`config.mk`:
```
export PLATFORM = sky130hd
export DESIGN_NAME = backlight_inactivity_controller_unit_flat
export DESIGN_NICKNAME = d
export VERILOG_FILES = /design/src/sv/bic_pkg.sv /design/src/sv/bic_req_if.sv /design/src/sv/bic_rsp_if.sv /design/src/sv/bic_cfg_regs.sv /design/src/sv/bic_ctrl.sv /design/src/sv/bic_duty_scale.sv /design/src/sv/backlight_inactivity_controller_unit.sv /design/src/flat_wrapper.sv
export SDC_FILE = /design/constraint.sdc
export NUM_CORES = 1
export LEC_CHECK = 0
export ABC_AREA = 1
export BUFFER_PORTS_ARGS = -buffer_cell sky130_fd_sc_hd__buf_2
export CORE_ASPECT_RATIO = 1.4
export CORE_UTILIZATION = 61
export CTS_CLUSTER_DIAMETER = 100
export CTS_CLUSTER_SIZE = 20
export DETAILED_ROUTE_END_ITERATION = 8
export PLACE_DENSITY = 0.92
export SETUP_SLACK_MARGIN = 0.02
export SYNTH_ARGS = -nofsm -noshare
export SYNTH_HDL_FRONTEND = slang
export SYNTH_SLANG_ARGS = --single-unit
```
`constraint.sdc`:
```
create_clock -name clk_i -period 19.5 [get_ports clk_i]
set_input_delay 1.95 -clock clk_i [delete_from_list [all_inputs] [get_ports clk_i]]
set_output_delay 1.95 -clock clk_i [all_outputs]
set_load 0.05 [all_outputs]
```
`src/sv/bic_pkg.sv`:
```
// Shared types, constants and register map of the backlight inactivity controller.
`default_nettype none
package bic_pkg;

  localparam int DUTY_BITS_DEFAULT    = 10;
  localparam int ELAPSED_BITS_DEFAULT = 32;
  localparam int APB_ADDR_BITS        = 5;
  localparam int REG_IDX_BITS         = 3;

  localparam logic [6:0] MAX_PERCENT = 7'd100;
  localparam logic [4:0] MAX_HOUR    = 5'd23;

  localparam logic [6:0]  ACTIVE_LEVEL_RST = 7'd100;
  localparam logic [6:0]  DIM_LEVEL_RST    = 7'd30;
  localparam logic [31:0] DIM_TIMEOUT_RST  = 32'd30000;
  localparam logic [31:0] OFF_TIMEOUT_RST  = 32'd120000;
  localparam logic        NIGHT_EN_RST     = 1'b0;
  localparam logic [4:0]  NIGHT_START_RST  = 5'd22;
  localparam logic [4:0]  NIGHT_END_RST    = 5'd7;
  localparam logic [6:0]  SS_LEVEL_RST     = 7'd0;

  typedef enum logic [REG_IDX_BITS-1:0] {
    RegActiveLevel = 3'd0,
    RegDimLevel    = 3'd1,
    RegDimTimeout  = 3'd2,
    RegOffTimeout  = 3'd3,
    RegNightEnable = 3'd4,
    RegNightStart  = 3'd5,
    RegNightEnd    = 3'd6,
    RegSsLevel     = 3'd7
  } reg_idx_e;

  typedef enum logic [1:0] {
    ReqTick     = 2'd0,
    ReqActivity = 2'd1,
    ReqEvaluate = 2'd2,
    ReqForce    = 2'd3
  } req_e;

  typedef struct packed {
    logic [6:0]  active_level;
    logic [6:0]  dim_level;
    logic [31:0] dim_timeout;
    logic [31:0] off_timeout;
    logic        night_enable;
    logic [4:0]  night_start;
    logic [4:0]  night_end;
    logic [6:0]  screensaver_level;
  } cfg_t;

  typedef struct packed {
    req_e       req_type;
    logic [4:0] hour_now;
    logic       clock_valid;
    logic [6:0] force_level;
  } item_t;

  typedef struct packed {
    logic       backlight_write;
    logic [6:0] level_now;
    logic       screensaver_on;
  } res_t;

endpackage
`default_nettype wire

```
`src/sv/bic_req_if.sv`:
```
// Request channel carrying one controller input transaction.
`default_nettype none
interface bic_req_if;
  logic       valid;
  logic       ready;
  logic [1:0] req_type;
  logic [4:0] hour_now;
  logic       clock_valid;
  logic [6:0] force_level;

  modport source (output valid, output req_type, output hour_now, output clock_valid,
                  output force_level, input ready);
  modport sink (input valid, input req_type, input hour_now, input clock_valid,
                input force_level, output ready);
endinterface
`default_nettype wire

```
`src/sv/bic_rsp_if.sv`:
```
// Response channel carrying one controller result transaction.
`default_nettype none
interface bic_rsp_if #(
  parameter int DUTY_BITS = bic_pkg::DUTY_BITS_DEFAULT
);
  logic                 valid;
  logic                 ready;
  logic                 backlight_write;
  logic [DUTY_BITS-1:0] duty_value;
  logic [6:0]           level_now;
  logic                 screensaver_on;

  modport source (output valid, output backlight_write, output duty_value,
                  output level_now, output screensaver_on, input ready);
  modport sink (input valid, input backlight_write, input duty_value,
                input level_now, input screensaver_on, output ready);
endinterface
`default_nettype wire

```
`src/sv/bic_cfg_regs.sv`:
```
// APB configuration register file of the backlight inactivity controller.
`default_nettype none
module bic_cfg_regs (
  input  logic                              clk_i,
  input  logic                              rst_ni,
  input  logic                              psel,
  input  logic                              penable,
  input  logic                              pwrite,
  input  logic [bic_pkg::APB_ADDR_BITS-1:0] paddr,
  input  logic [31:0]                       pwdata,
  output logic [31:0]                       prdata,
  output logic                              pready,
  output bic_pkg::cfg_t                     cfg_o
);
  import bic_pkg::*;

  cfg_t     cfg_q;
  reg_idx_e idx;
  logic     wr_en;

  assign idx    = reg_idx_e'(paddr[APB_ADDR_BITS-1:2]);
  assign wr_en  = psel && penable && pwrite;
  assign pready = 1'b1;
  assign cfg_o  = cfg_q;

  always_ff @(posedge clk_i or negedge rst_ni) begin
    if (!rst_ni) begin
      cfg_q.active_level      <= ACTIVE_LEVEL_RST;
      cfg_q.dim_level         <= DIM_LEVEL_RST;
      cfg_q.dim_timeout       <= DIM_TIMEOUT_RST;
      cfg_q.off_timeout       <= OFF_TIMEOUT_RST;
      cfg_q.night_enable      <= NIGHT_EN_RST;
      cfg_q.night_start       <= NIGHT_START_RST;
      cfg_q.night_end         <= NIGHT_END_RST;
      cfg_q.screensaver_level <= SS_LEVEL_RST;
    end else if (wr_en) begin
      case (idx)
        RegActiveLevel: cfg_q.active_level      <= pwdata[6:0];
        RegDimLevel:    cfg_q.dim_level         <= pwdata[6:0];
        RegDimTimeout:  cfg_q.dim_timeout       <= pwdata;
        RegOffTimeout:  cfg_q.off_timeout       <= pwdata;
        RegNightEnable: cfg_q.night_enable      <= pwdata[0];
        RegNightStart:  cfg_q.night_start       <= pwdata[4:0];
        RegNightEnd:    cfg_q.night_end         <= pwdata[4:0];
        RegSsLevel:     cfg_q.screensaver_level <= pwdata[6:0];
        default: ;
      endcase
    end
  end

  always_comb begin
    case (idx)
      RegActiveLevel: prdata = {25'd0, cfg_q.active_level};
      RegDimLevel:    prdata = {25'd0, cfg_q.dim_level};
      RegDimTimeout:  prdata = cfg_q.dim_timeout;
      RegOffTimeout:  prdata = cfg_q.off_timeout;
      RegNightEnable: prdata = {31'd0, cfg_q.night_enable};
      RegNightStart:  prdata = {27'd0, cfg_q.night_start};
      RegNightEnd:    prdata = {27'd0, cfg_q.night_end};
      RegSsLevel:     prdata = {25'd0, cfg_q.screensaver_level};
      default:        prdata = 32'd0;
    endcase
  end

endmodule
`default_nettype wire

```
`src/sv/bic_ctrl.sv`:
```
// Inactivity state and level decision for one controller transaction.
`default_nettype none
module bic_ctrl #(
  parameter int ELAPSED_BITS = bic_pkg::ELAPSED_BITS_DEFAULT
) (
  input  logic           clk_i,
  input  logic           rst_ni,
  input  bic_pkg::cfg_t  cfg_i,
  input  bic_pkg::item_t item_i,
  input  logic           advance_i,
  output bic_pkg::res_t  res_o
);
  import bic_pkg::*;

  localparam int CmpBits = (ELAPSED_BITS > 32) ? ELAPSED_BITS : 32;

  logic [ELAPSED_BITS-1:0] elapsed_q, elapsed_d;
  logic                    seen_q, seen_d;
  logic [6:0]              level_q, level_d;
  logic                    valid_q, valid_d;

  logic [6:0]         act_lvl, dim_lvl, ss_lvl, frc_lvl, tgt_lvl, new_lvl;
  logic [4:0]         start_h, end_h, hour_h;
  logic [CmpBits-1:0] elapsed_x, dim_x, off_x;
  logic               in_dim, night, off_cond, do_apply, wr;

  function automatic logic [6:0] clamp_pct(input logic [6:0] v);
    return (v > MAX_PERCENT) ? MAX_PERCENT : v;
  endfunction

  function automatic logic [4:0] clamp_hour(input logic [4:0] v);
    return (v > MAX_HOUR) ? MAX_HOUR : v;
  endfunction

  assign act_lvl = clamp_pct(cfg_i.active_level);
  assign dim_lvl = clamp_pct(cfg_i.dim_level);
  assign ss_lvl  = clamp_pct(cfg_i.screensaver_level);
  assign frc_lvl = clamp_pct(item_i.force_level);
  assign start_h = clamp_hour(cfg_i.night_start);
  assign end_h   = clamp_hour(cfg_i.night_end);
  assign hour_h  = clamp_hour(item_i.hour_now);

  always_comb begin
    elapsed_d = elapsed_q;
    seen_d    = seen_q;
    case (item_i.req_type)
      ReqTick: begin
        if (elapsed_q != {ELAPSED_BITS{1'b1}}) elapsed_d = elapsed_q + ELAPSED_BITS'(1);
      end
      ReqActivity: begin
        elapsed_d = '0;
        seen_d    = 1'b1;
      end
      default: ;
    endcase
  end

  assign elapsed_x = CmpBits'(elapsed_d);
  assign dim_x     = CmpBits'(cfg_i.dim_timeout);
  assign off_x     = CmpBits'(cfg_i.off_timeout);
  assign in_dim    = (cfg_i.dim_timeout != 32'd0) && (elapsed_x < dim_x);

  always_comb begin
    if (!cfg_i.night_enable || !item_i.clock_valid || start_h == end_h) begin
      night = 1'b0;
    end else if (start_h < end_h) begin
      night = (hour_h >= start_h) && (hour_h < end_h);
    end else begin
      night = (hour_h >= start_h) || (hour_h < end_h);
    end
  end

  assign off_cond = seen_d && !in_dim &&
                    (night || ((cfg_i.off_timeout != 32'd0) && (elapsed_x >= off_x)));

  always_comb begin
    if (!seen_d || in_dim) begin
      tgt_lvl = act_lvl;
    end else if (off_cond) begin
      tgt_lvl = ss_lvl;
    end else begin
      tgt_lvl = dim_lvl;
    end
  end

  always_comb begin
    do_apply = 1'b1;
    case (item_i.req_type)
      ReqTick:     begin do_apply = 1'b0; new_lvl = level_q; end
      ReqActivity: new_lvl = act_lvl;
      ReqEvaluate: new_lvl = tgt_lvl;
      ReqForce:    new_lvl = frc_lvl;
      default:     begin do_apply = 1'b0; new_lvl = level_q; end
    endcase
  end

  assign wr      = do_apply && (!valid_q || level_q != new_lvl);
  assign level_d = wr ? new_lvl : level_q;
  assign valid_d = valid_q || do_apply;

  assign res_o.backlight_write = wr;
  assign res_o.level_now       = level_d;
  assign res_o.screensaver_on  = (ss_lvl != 7'd0) && off_cond;

  always_ff @(posedge clk_i or negedge rst_ni) begin
    if (!rst_ni) begin
      elapsed_q <= '0;
      seen_q    <= 1'b0;
      level_q   <= 7'd0;
      valid_q   <= 1'b0;
    end else if (advance_i) begin
      elapsed_q <= elapsed_d;
      seen_q    <= seen_d;
      level_q   <= level_d;
      valid_q   <= valid_d;
    end
  end

endmodule
`default_nettype wire

```
`src/sv/bic_duty_scale.sv`:
```
// Percent to PWM duty scaling by a constant reciprocal product.
`default_nettype none
module bic_duty_scale #(
  parameter int DUTY_BITS = bic_pkg::DUTY_BITS_DEFAULT
) (
  input  logic [6:0]           level_i,
  output logic [DUTY_BITS-1:0] duty_o
);
  import bic_pkg::*;

  localparam int ShiftBits = DUTY_BITS + 14;
  localparam int ProdBits  = ShiftBits + DUTY_BITS;
  localparam logic [63:0] Pct      = 64'(MAX_PERCENT);
  localparam logic [63:0] Recip    = ((64'd1 << ShiftBits) + Pct - 64'd1) / Pct;
  localparam logic [63:0] DutyFull = (64'd1 << DUTY_BITS) - 64'd1;
  localparam logic [63:0] Scale    = DutyFull * Recip;

  logic [ProdBits-1:0] prod;

  assign prod   = ProdBits'(Scale) * ProdBits'(level_i);
  assign duty_o = prod[ShiftBits +: DUTY_BITS];

endmodule
`default_nettype wire

```
`src/sv/backlight_inactivity_controller_unit.sv`:
```
// Top level of the backlight inactivity controller.
// Takes one request transaction per clock (tick, activity, evaluate or force) while
// req ready is high, and returns exactly one result transaction for each, in order.
// A request is held in an input register, then the level decision, state update and
// duty scaling run in a single combinational pass into the result register, from
// which the sink takes it; the sustained rate is one transaction per cycle while the
// sink does not stall; that pass (timeout compares, level select and one constant
// multiply) sets the clock. The result register holds while the sink stalls and
// the input register keeps accepting, so back-pressure reaches the request side
// only when both are full.
// Write the APB registers only while no transaction is in flight.
`default_nettype none
module backlight_inactivity_controller_unit #(
  parameter int DUTY_BITS    = bic_pkg::DUTY_BITS_DEFAULT,
  parameter int ELAPSED_BITS = bic_pkg::ELAPSED_BITS_DEFAULT
) (
  input  logic                              clk_i,
  input  logic                              rst_ni,
  bic_req_if.sink                           req_i,
  bic_rsp_if.source                         rsp_o,
  input  logic                              psel,
  input  logic                              penable,
  input  logic                              pwrite,
  input  logic [bic_pkg::APB_ADDR_BITS-1:0] paddr,
  input  logic [31:0]                       pwdata,
  output logic [31:0]                       prdata,
  output logic                              pready
);
  import bic_pkg::*;

  cfg_t                 cfg;
  item_t                item_q;
  res_t                 res_d, res_q;
  logic [DUTY_BITS-1:0] duty_d, duty_q;
  logic                 in_valid_q, out_valid_q;
  logic                 advance, take;

  assign advance     = in_valid_q && (!out_valid_q || rsp_o.ready);
  assign req_i.ready = !in_valid_q || advance;
  assign take        = req_i.valid && req_i.ready;

  bic_cfg_regs u_cfg (
    .clk_i   (clk_i),
    .rst_ni  (rst_ni),
    .psel    (psel),
    .penable (penable),
    .pwrite  (pwrite),
    .paddr   (paddr),
    .pwdata  (pwdata),
    .prdata  (prdata),
    .pready  (pready),
    .cfg_o   (cfg)
  );

  bic_ctrl #(.ELAPSED_BITS(ELAPSED_BITS)) u_ctrl (
    .clk_i     (clk_i),
    .rst_ni    (rst_ni),
    .cfg_i     (cfg),
    .item_i    (item_q),
    .advance_i (advance),
    .res_o     (res_d)
  );

  bic_duty_scale #(.DUTY_BITS(DUTY_BITS)) u_duty (
    .level_i (res_d.level_now),
    .duty_o  (duty_d)
  );

  always_ff @(posedge clk_i or negedge rst_ni) begin
    if (!rst_ni) begin
      in_valid_q  <= 1'b0;
      out_valid_q <= 1'b0;
    end else begin
      if (req_i.ready) in_valid_q <= req_i.valid;
      if (advance) begin
        out_valid_q <= 1'b1;
      end else if (rsp_o.ready) begin
        out_valid_q <= 1'b0;
      end
    end
  end

  always_ff @(posedge clk_i) begin
    if (take) begin
      item_q.req_type    <= req_e'(req_i.req_type);
      item_q.hour_now    <= req_i.hour_now;
      item_q.clock_valid <= req_i.clock_valid;
      item_q.force_level <= req_i.force_level;
    end
    if (advance) begin
      res_q  <= res_d;
      duty_q <= duty_d;
    end
  end

  assign rsp_o.valid           = out_valid_q;
  assign rsp_o.backlight_write = res_q.backlight_write;
  assign rsp_o.duty_value      = duty_q;
  assign rsp_o.level_now       = res_q.level_now;
  assign rsp_o.screensaver_on  = res_q.screensaver_on;

endmodule
`default_nettype wire

```
`src/flat_wrapper.sv`:
```
// flat-port wrapper written by rule: the top's interface ports become plain ports
module backlight_inactivity_controller_unit_flat import bic_pkg::*;
#(
  parameter int DUTY_BITS    = bic_pkg::DUTY_BITS_DEFAULT,
  parameter int ELAPSED_BITS = bic_pkg::ELAPSED_BITS_DEFAULT
)
  (clk_i, rst_ni, psel, penable, pwrite, paddr, pwdata, prdata, pready, req_i_valid, req_i_req_type, req_i_hour_now, req_i_clock_valid, req_i_force_level, req_i_ready, rsp_o_valid, rsp_o_backlight_write, rsp_o_duty_value, rsp_o_level_now, rsp_o_screensaver_on, rsp_o_ready);
  bic_req_if req_i_i ();
  bic_rsp_if #(.DUTY_BITS(DUTY_BITS)) rsp_o_i ();
  input  logic clk_i;
  input  logic rst_ni;
  input  logic psel;
  input  logic penable;
  input  logic pwrite;
  input  logic [bic_pkg::APB_ADDR_BITS-1:0] paddr;
  input  logic [31:0] pwdata;
  output logic [31:0] prdata;
  output logic pready;
  input wire logic [$bits(req_i_i.valid)-1:0] req_i_valid;
  input wire logic [$bits(req_i_i.req_type)-1:0] req_i_req_type;
  input wire logic [$bits(req_i_i.hour_now)-1:0] req_i_hour_now;
  input wire logic [$bits(req_i_i.clock_valid)-1:0] req_i_clock_valid;
  input wire logic [$bits(req_i_i.force_level)-1:0] req_i_force_level;
  output wire logic [$bits(req_i_i.ready)-1:0] req_i_ready;
  output wire logic [$bits(rsp_o_i.valid)-1:0] rsp_o_valid;
  output wire logic [$bits(rsp_o_i.backlight_write)-1:0] rsp_o_backlight_write;
  output wire logic [$bits(rsp_o_i.duty_value)-1:0] rsp_o_duty_value;
  output wire logic [$bits(rsp_o_i.level_now)-1:0] rsp_o_level_now;
  output wire logic [$bits(rsp_o_i.screensaver_on)-1:0] rsp_o_screensaver_on;
  input wire logic [$bits(rsp_o_i.ready)-1:0] rsp_o_ready;
  assign req_i_i.valid = req_i_valid;
  assign req_i_i.req_type = req_i_req_type;
  assign req_i_i.hour_now = req_i_hour_now;
  assign req_i_i.clock_valid = req_i_clock_valid;
  assign req_i_i.force_level = req_i_force_level;
  assign req_i_ready = req_i_i.ready;
  assign rsp_o_valid = rsp_o_i.valid;
  assign rsp_o_backlight_write = rsp_o_i.backlight_write;
  assign rsp_o_duty_value = rsp_o_i.duty_value;
  assign rsp_o_level_now = rsp_o_i.level_now;
  assign rsp_o_screensaver_on = rsp_o_i.screensaver_on;
  assign rsp_o_i.ready = rsp_o_ready;
  backlight_inactivity_controller_unit #(.DUTY_BITS(DUTY_BITS), .ELAPSED_BITS(ELAPSED_BITS)) u_core (.clk_i(clk_i), .rst_ni(rst_ni), .req_i(req_i_i), .rsp_o(rsp_o_i), .psel(psel), .penable(penable), .pwrite(pwrite), .paddr(paddr), .pwdata(pwdata), .prdata(prdata), .pready(pready));
endmodule
```
==> results of run 1 <==
path summary, 6_finish.rpt:
check,from,endpoint,cells after the start
max,u_core.u_ctrl.elapsed_q[0],u_core.rsp_o.duty_value[8],54
min,u_core.u_ctrl.seen_q,u_core.u_ctrl.seen_q,2
max reg2reg,u_core.u_ctrl.elapsed_q[0],u_core.rsp_o.duty_value[8],54
min reg2reg,u_core.u_ctrl.seen_q,u_core.u_ctrl.seen_q,2
max in group asynchronous,rst_ni,u_core.u_ctrl.level_q[2],2
min in group asynchronous,rst_ni,u_core.u_cfg.cfg_o[26],1
worst max-delay path, delay by kind of cell (launching register included):
kind                     cells  cell delay (ps)
AO/OA/AOI/OAI                9             1690
AND/OR/NAND/NOR             35             4440
adder cells (fa/ha/maj)      7             2870
buffers and inverters        3              450
flip-flops                   1              450
cell families after synthesis:
family,Yosys count,synth area share (%)
simple gates,644,21.4
compound gates,389,16.0
buf+inv,325,9.15
fa+ha+maj,191,19.5
flops,173,33.7
xor+xnor,3,0.196
other cells,1,0.0279
cell usage in the layout, fill, tap and decap left out, types with 5 or more instances in the layout:
cell type and n:
a21oi_1 110, a221oi_1 5, ha_1 161, o21a_1 6, o21ai_1 5, o21ai_0 183
edfxtp_1 34, o22ai_1 34, nand4_1 14, dfrtp_1 112, nor4_1 24, nand3_1 44
buf_2 108, a211oi_1 5, fa_1 30, nor2_1 87, clkbuf_16 17, inv_2 9
nor3_1 34, nand2_1 386, nor2_4 8, dfstp_2 27, a31oi_1 11, nand2_2 24
o211ai_1 6, inv_1 276
registers in the layout, indices dropped and copies added (netlist names):
name                          flops
u_core.rsp_o.valid                1
u_core.rsp_o.backlight_write      1
u_core.u_cfg.cfg_o               96
u_core.item_q                    15
u_core.u_ctrl.seen_q              1
u_core.in_valid_q                 1
u_core.u_ctrl.elapsed_q          32
u_core.u_ctrl.level_q             7
u_core.rsp_o.duty_value          10
u_core.rsp_o.level_now            7
u_core.rsp_o.screensaver_on       1
u_core.u_ctrl.valid_q             1
through the flow:
stage	instances	utilization, %	total power [uW]	worst slack (ps)	hold slack (ps)
after global placement	2092	66.6	2080	9630	441
final	2124	69.4	2510	9380	471
after detailed placement	2092	66.6	2130	9540	449
after floorplan	1726	-	1730	11020	427
after CTS	2124	69.4	2490	9490	468
after global routing	2124	69.4	2750	8420	498
layout make-up:
| cell class | instances | area, um^2 |
|---|---|---|
| repair buffers | 113 | 582 |
| well taps | 292 | 365 |
| fillers | 1738 | 6530 |
| flip-flops and latches | 173 | 4530 |
| multi-input cells | 1228 | 7680 |
| clock buffers | 17 | 425 |
| inverters | 286 | 1080 |
| clock inverters | 15 | 173 |
power groups by stage:
stage / clock network, uW / registers (uW) / logic [uW]
finish: 346 / 542 / 1630
global route: 362 / 551 / 1840
CTS: 348 / 540 / 1610
detailed placement: 0 / 546 / 1590
global placement: 0 / 543 / 1530
floorplan: 0 / 583 / 1140
layer usage:
metal | wire [um] | vias to the layer above | global-route usage [%]
met5 | 0 | - | 0
met4 | 1620 | 0 | 19.0
met3 | 1560 | 110 | 4.37
met2 | 17400 | 421 | 56.6
li1 | - | 5965 | -
met1 | 13500 | 5821 | 35.3
==> out/qor.yml, run 1 <==
min_path:
  min_path_type: "reg2reg"
global_routing:
  antenna_found_initial: 0
  track_usage_pct: 31.5
  grt_max_degree: 81
  grt_pass1_wl_mm: 56.2
  grt_pass1_vias: 12100
  grt-ovfl-total: 0
power:
  worst_ir_drop_vdd_mv: 0.110
  netSwitchingFraction_pct: 52.3
  clkPwrFrac_pct: 13.7
  power_frac_comb_pct: 64.7
  power_density_nw_per_um2: 170
  p_switching_uw: 1310
  cellLeakagePower_uw: 0.00740
  cell_internal_pwr_uw: 1200
  p_seq_share_pct: 21.6
cts:
  clk_latency_ps: 450
  tritoncts: "done"
  clkSinkCount: 173
  cts_buffer_depth: 2
  htree_levels: 4
  numCtsBuffers: 17
  clk_pin_slew_ps: 80
  hold_buffers: 0
  cts_setup_buffers: 0
  ctsResizeCount: 0
  cts_root_buf: "clkbuf_16"
worst_setup_path:
  worst_setup_path_start_kind: "register"
  critPathRequiredTime_ps: 19710
  cp_data_arrival_time_ps: 10340
  critical-path-max-stage-delay_ps: 540
  path_common_cell: "nand2_1"
  cp-end-kind: "register"
  critPathMaxFanout: 13
  slowest_stage: "fa_1"
  crit_type: "reg2reg"
  reg2reg_slack_ps: 9380
sta:
  layout_min_cycle_time_ps: 10120
  maxSlewHeadroom_pct: 29.5
  hold_violations: 0
  setup-tns-final_ps: 0
  rsz0062_at_grt: "false"
  fmax_ghz: 0.0988
  drv_slew: 0
  fin_skew_ps: 10.2
  setup_violations: 0
  worst_pin_slew_ps: 1060
  fin_crit_sh_pct: 51.9
placement:
  port-buffer-count: 109
  place_hpwl_mm: 26.0
  routabilityCongestion: 0.926
  place_area_um2: 14200
synth:
  synth_cell_types: 60
  synth.most_common_cell: "nand2_1"
  yosys.area.top_type_share_pct: 20.9
  synthTopCellsByCount: "388 x nand2_1, 277 x inv_1, 183 x o21ai_0"
  seq_area_frac_synth_pct: 33.7
  netlist_area_um2: 13400
  yosysTopAreaCell: "dfrtp_1"
  yosys_register_bits: 173
  yosys_warnings: 0
  dominantRegCellSynth: "dfrtp_1"
  synth_edf_count: 34
  synthTopCellsByArea: "dfrtp_1 21%, ha_1 15%, nand2_1 11%"
  synth_fp_nets: 1976
  postSynthCellCount: 1726
  syn_area_per_cell_um2: 7.78
  async_reset_ff_share_pct: 80.3
detailed_routing:
  drt-vias-per-instance: 5.80
  drt_iter0_markers: 829
  postRouteAntennaNets: 0
  routedWlPerCell_um: 16.0
  vias: 12300
  drtPass1Iterations: 6
  drc: 0
  routed_wl_mm: 34.1
layout:
  fin_area_um2: 14800
  finalNetCount: 2069
  diodes: 0
  drive_gt1_share_pct: 13.0
  syn_to_final_growth_pct: 10.4
die:
  initial_utilization_pct: 62.9
  dieArea_um2: 22600
  row_count: 63
  core_area_um2: 21400
  die_y_um: 178
  die_w_um: 127
  pin_count: 113
run_status:
  outcome: "finished, final reports clean"
run:
  maxCapViolCount: 0
(Power assumes the default switching activity.)
==> inputs of run 2 (changes only) <==
- clock period: 19.5 -> 10.4 ns (I/O delays scaled with it)
==> out/qor.yml, run 2 (synthesized netlist as in run 1, its figures left out) <==
run_status:
  outcome: "finished, final reports clean"  # unchanged
power:
  p_seq_share_pct: 21.6  # about the same
  p_switching_uw: 2460  # was 1310 uW
  cellLeakagePower_uw: 0.00741  # was 0.00740 uW
  cell_internal_pwr_uw: 2260  # was 1200 uW
  power_frac_comb_pct: 65.0  # was 64.7%
  netSwitchingFraction_pct: 52.1  # was 52.3%
  worst_ir_drop_vdd_mv: 0.205  # was 0.110 mV
  clkPwrFrac_pct: 13.4  # was 13.7%
  power_density_nw_per_um2: 318  # was 170 nW/um^2
layout:
  final_cell_mix: "385 x nand2_1, 275 x inv_1, 183 x o21ai_0, 161 x ha_1, 112 x dfrtp_1"  # was 386 x nand2_1, 276 x inv_1, 183 x o21ai_0, 161 x ha_1, 112 x dfrtp_1
  diodes: 0  # unchanged
  final_core_util_pct: 69.6  # was 69.4%
  instances_no_fill: 2127  # was 2124
  final_common_cell: "nand2_1"  # unchanged
  syn_to_final_growth_pct: 10.6  # was 10.4%
  fin_area_um2: 14900  # was 14800 um^2
  finalNetCount: 2072  # was 2069
  drive_gt1_share_pct: 13.4  # was 13.0%
  largest_reg_flops: 96  # unchanged
  nFillCells: 1698  # was 1738
sta:
  layout_setup_ws_ps: 640  # was 9380 ps
  rsz0062_at_grt: "false"  # unchanged
  worst_pin_slew_ps: 1090  # was 1060 ps
  fin_crit_sh_pct: 93.8  # was 51.9%
  hold_violations: 0  # unchanged
  maxSlewHeadroom_pct: 27.1  # was 29.5%
  setup_violations: 0  # unchanged
  layout_min_cycle_time_ps: 9760  # was 10120 ps
  fmax_ghz: 0.102  # was 0.0988 GHz
  drv_slew: 0  # unchanged
  setup-tns-final_ps: 0  # unchanged
  fin_skew_ps: 10.8  # was 10.2 ps
run:
  maxCapViolCount: 0  # unchanged
min_path:
  min_from: "u_core.u_ctrl.seen_q"  # unchanged
  min_path_type: "reg2reg"  # unchanged
  hold_depth: 2  # unchanged
  min_to: "u_core.u_ctrl.seen_q"  # unchanged
worst_setup_path:
  worst_setup_path_start_kind: "register"  # unchanged
  critical-path-max-stage-delay_ps: 580  # was 540 ps
  crit_type: "reg2reg"  # unchanged
  reg2regPathDepth: 53  # was 54
  slowest_stage: "fa_1"  # unchanged
  timing.rr.start: "u_core.u_ctrl.elapsed_q[0]"  # unchanged
  cp-end-kind: "register"  # unchanged
  cp_data_arrival_time_ps: 9980  # was 10340 ps
  worst_r2r_endpoint: "u_core.rsp_o.duty_value[9]"  # was u_core.rsp_o.duty_value[8]
  critPathMaxFanout: 8  # was 13
  critPathRequiredTime_ps: 10620  # was 19710 ps
  path_common_cell: "nand2_1"  # unchanged
  reg2reg_slack_ps: 640  # was 9380 ps
detailed_routing:
  drtPass1Iterations: 6  # unchanged
  routedWlPerCell_um: 16.4  # was 16.0 um
  routed_wl_mm: 35.0  # was 34.1 mm
  drt_iter0_markers: 931  # was 829
  drt-vias-per-instance: 5.86  # was 5.80
  vias: 12500  # was 12300
  drc: 0  # unchanged
  postRouteAntennaNets: 0  # unchanged
cts:
  numCtsBuffers: 17  # unchanged
  cts_buffer_depth: 2  # unchanged
  tritoncts: "done"  # unchanged
  cts_root_buf: "clkbuf_16"  # unchanged
  htree_levels: 4  # unchanged
  clkSinkCount: 173  # unchanged
  clk_latency_ps: 450  # about the same
  clk_pin_slew_ps: 80  # about the same
  hold_buffers: 0  # unchanged
die:
  die_y_um: 178  # unchanged
  initial_utilization_pct: 62.9  # unchanged
  row_count: 63  # unchanged
  die_w_um: 127  # unchanged
  dieArea_um2: 22600  # unchanged
  core_area_um2: 21400  # unchanged
  pin_count: 113  # unchanged
global_routing:
  grt_pass1_wl_mm: 57.1  # was 56.2 mm
  grt_max_degree: 91  # was 81
  grt-ovfl-total: 0  # unchanged
  grt_pass1_vias: 12300  # was 12100
  track_usage_pct: 32.1  # was 31.5%
  antenna_found_initial: 0  # unchanged
placement:
  port-buffer-count: 109  # unchanged
  pre_cts_slack_ps: 349  # was 9540 ps
  place_hpwl_mm: 26.7  # was 26.0 mm
  routabilityCongestion: 0.926  # about the same
  place_area_um2: 14200  # about the same
  dp.cells: 2094  # was 2092
## run 2: cell count changes in the layout (fill, tap and decap cells not counted), sizes merged
cell	delta
buf	+3
clkinv	-3
inv	+2
clkinvlp	+1
## run 2: layer usage
layer	wire length (um)	global-route usage (%)	vias to the layer above	share of wire, %
li1	-	-	5959	-
met1	13700	36.3	5825	39
met2	17700	57.9	536	51
met3	1840	4.73	136	5.3
met4	1700	17.1	0	4.8
met5	0	0	-	0
## run 2: what timing repair did
item,CTS,global route
buffers inserted,0,1
hold endpoints to repair,0,0
resized for setup,0,7
setup endpoints to repair,0,7
## run 2: through the flow
stage | power [uW] | hold WS, ps
2_1_floorplan | 3230 | 427
3_3_place_gp | 3890 | 440
3_5_place_dp | 3990 | 453
4_1_cts | 4660 | 471
5_1_grt | 5180 | 516
6_report | 4720 | 471
## run 2: worst max path at each step
stage                     slack, ps  cells past startpoint                    endpoint                       start
final                           640                     53  u_core.rsp_o.duty_value[9]  u_core.u_ctrl.elapsed_q[0]
after global routing              6                     55  u_core.rsp_o.duty_value[8]  u_core.u_ctrl.elapsed_q[0]
after CTS                       290                     57  u_core.rsp_o.duty_value[8]  u_core.u_ctrl.elapsed_q[0]
after detailed placement        350                     57  u_core.rsp_o.duty_value[8]  u_core.u_ctrl.elapsed_q[0]
after global placement          680                     57  u_core.rsp_o.duty_value[8]  u_core.u_ctrl.elapsed_q[0]
after floorplan                1920                     58  u_core.rsp_o.duty_value[8]  u_core.u_ctrl.elapsed_q[0]
## run 2: power groups by stage
stage | registers (uW) | clock network [uW] | logic (uW)
finish | 1020 | 634 | 3070
global route | 1030 | 666 | 3480
CTS | 1010 | 640 | 3000
detailed placement | 1020 | 0 | 2970
global placement | 1020 | 0 | 2870
floorplan | 1090 | 0 | 2140
## run 2: critical path, delay by kind of cell, from the launching register on
family / cells / cell delay [ps]
simple gates: 32 / 4000
compound gates: 9 / 1810
flops: 1 / 460
buf+inv: 5 / 510
fa+ha+maj: 7 / 2760
## run 2: cell type report
type	count	area (um^2)	share of cell area, %
Inverter	286	1080	7.24
Clock buffer	17	425	2.86
Multi-Input combinational cell	1228	7700	51.9
Tap cell	292	365	2.46
Clock inverter	15	149	1.00
Timing Repair Buffer	116	604	4.07
Sequential cell	173	4530	30.5
==> inputs of run 3 (changes only) <==
- GPL_TIMING_DRIVEN: default -> 0
==> out/qor.yml, run 3 (synthesized netlist as in run 1, its figures left out) <==
sta:
  worst_pin_slew_ps: 841  # was 1090 ps
  maxSlewHeadroom_pct: 43.5  # was 27.1%
  layout_min_cycle_time_ps: 9790  # was 9760 ps
  drv_slew: 0  # unchanged
  setup_violations: 0  # unchanged
  fin_crit_sh_pct: 94.2  # was 93.8%
  fmax_ghz: 0.102  # about the same
  fin_skew_ps: 12.6  # was 10.8 ps
  setup-tns-final_ps: 0  # unchanged
  hold_violations: 0  # unchanged
  rsz0062_at_grt: "false"  # unchanged
power:
  power.total_uw: 4820  # was 4720 uW
  power_density_nw_per_um2: 321  # was 318 nW/um^2
  cellLeakagePower_uw: 0.00745  # was 0.00741 uW
  worst_ir_drop_vdd_mv: 0.219  # was 0.205 mV
layout:
  finalNetCount: 2105  # was 2072
  final_common_cell: "nand2_1"  # unchanged
  largest_reg_flops: 96  # unchanged
  nFillCells: 1650  # was 1698
  drive_gt1_share_pct: 12.8  # was 13.4%
  seqCellArea_um2: 4530  # unchanged
  final_cell_mix: "388 x nand2_1, 276 x inv_1, 183 x o21ai_0, 161 x ha_1, 112 x dfrtp_1"  # was 385 x nand2_1, 275 x inv_1, 183 x o21ai_0, 161 x ha_1, 112 x dfrtp_1
  multi_input_area_um2: 7710  # was 7700 um^2
  diodes: 0  # unchanged
  syn_to_final_growth_pct: 11.7  # was 10.6%
worst_setup_path:
  slowest_stage: "fa_1"  # unchanged
  critPathTopFamily: "simple AND/OR/NAND/NOR gates"  # unchanged
  cp_num_buf_inv: 4  # was 5
  cp-end-kind: "register"  # unchanged
  crit_type: "reg2reg"  # unchanged
  critPathMaxFanout: 10  # was 8
  reg2regPathDepth: 54  # was 53
  cp_data_arrival_time_ps: 10010  # was 9980 ps
  worst_setup_path_start_kind: "register"  # unchanged
  critical-path-max-stage-delay_ps: 540  # was 580 ps
  critPathRequiredTime_ps: 10610  # was 10620 ps
  cp.depth: 54  # was 53
  path_common_cell: "nand2_1"  # unchanged
detailed_routing:
  drc: 0  # unchanged
  vias: 12800  # was 12500
  routed_wl_mm: 37.3  # was 35.0 mm
  drtPass1Iterations: 7  # was 6
  postRouteAntennaNets: 0  # unchanged
  drt_iter0_markers: 1006  # was 931
  routedWlPerCell_um: 17.3  # was 16.4 um
  drt-vias-per-instance: 5.91  # was 5.86
run:
  maxCapViolCount: 0  # unchanged
cts:
  numCtsBuffers: 17  # unchanged
  cts_root_buf: "clkbuf_16"  # unchanged
  cts_setup_buffers: 0  # unchanged
  clkSinkCount: 173  # unchanged
  hold_buffers: 0  # unchanged
  cts_buffer_depth: 2  # unchanged
  clk_pin_slew_ps: 70  # was 80 ps
  htree_levels: 4  # unchanged
  tritoncts: "done"  # unchanged
  clk_latency_ps: 460  # was 450 ps
  ctsResizeCount: 0  # unchanged
run_status:
  outcome: "finished, final reports clean"  # unchanged
die:
  die_w_um: 127  # unchanged
  core_area_um2: 21400  # unchanged
  dieArea_um2: 22600  # unchanged
  initial_utilization_pct: 62.9  # unchanged
  die_y_um: 178  # unchanged
  row_count: 63  # unchanged
  pin_count: 113  # unchanged
global_routing:
  grt-ovfl-total: 0  # unchanged
  track_usage_pct: 34.6  # was 32.1%
  grt_pass1_vias: 12900  # was 12300
  grt_pass1_wl_mm: 60.9  # was 57.1 mm
  grt_max_degree: 94  # was 91
  antenna_found_initial: 0  # unchanged
placement:
  place_hpwl_mm: 28.4  # was 26.7 mm
  routabilityCongestion: 0.969  # was 0.926
  port-buffer-count: 109  # unchanged
min_path:
  min_path_type: "reg2reg"  # unchanged
  hold_depth: 2  # unchanged
[run 3: cell count changes in the layout (fill, tap and decap cells not counted), moves of 2 or more]
cell       delta
inv_8         -2
nand2_1       +3
nand2_2       -2
clkinv_8      -2
inv_2         -2
buf_4         -6
clkbuf_1     +35
bufinv_16     +2
[run 3: final cells by class]
cell class / count / share of cell area (%)
inverters: 286 / 7.19
repair buffers: 110 / 3.86
multi-input cells: 1228 / 51.4
plain buffers: 39 / 1.04
clock buffers: 18 / 2.86
clock inverters: 14 / 1.04
well taps: 292 / 2.43
flip-flops and latches: 173 / 30.2
[run 3: worst paths after layout]
check	from	endpoint	slack (ps)
max in group asynchronous	rst_ni	u_core.u_cfg.cfg_o[91]	9080
hold / removal	u_core.u_ctrl.seen_q	u_core.u_ctrl.seen_q	460
min in group asynchronous	rst_ni	u_core.u_cfg.cfg_o[59]	510
setup / recovery	u_core.u_ctrl.elapsed_q[0]	u_core.rsp_o.duty_value[6]	610
hold reg to reg	u_core.u_ctrl.seen_q	u_core.u_ctrl.seen_q	460
setup reg to reg	u_core.u_ctrl.elapsed_q[0]	u_core.rsp_o.duty_value[6]	610
[run 3: power breakdown]
part / switching [uW] / total (uW) / internal, uW
registers: 117 / 1020 / 900
logic: 2100 / 3140 / 1050
clock network: 301 / 659 / 358
total: 2510 / 4820 / 2310
[run 3: routing by layer]
layer | vias up | wire, um | GRT usage (%)
li1 | 6031 | - | -
met1 | 6001 | 14200 | 38.9
met2 | 567 | 18800 | 60.3
met3 | 162 | 2130 | 5.46
met4 | 0 | 2130 | 23.6
met5 | - | 0 | 0
[run 3: worst register-to-register path: cells and delay by family, from the launching register on]
family	cells	cell delay (ps)
simple gates	35	4180
compound gates	8	1470
flops	1	440
fa+ha+maj	7	2890
buf+inv	4	580
[run 3: stage by stage]
stage                     hold WS, ps  area, um^2  worst slack (ps)  util (%)  std cells
after floorplan                   427       13400              1920         -       1726
after global placement            438       14300               498      67.2       2127
after detailed placement          447       14400               296      67.3       2128
after CTS                         464       15000               224      70.1       2160
after global routing              510       15000              23.4      70.2       2160
final                             464       15000               607      70.2       2160
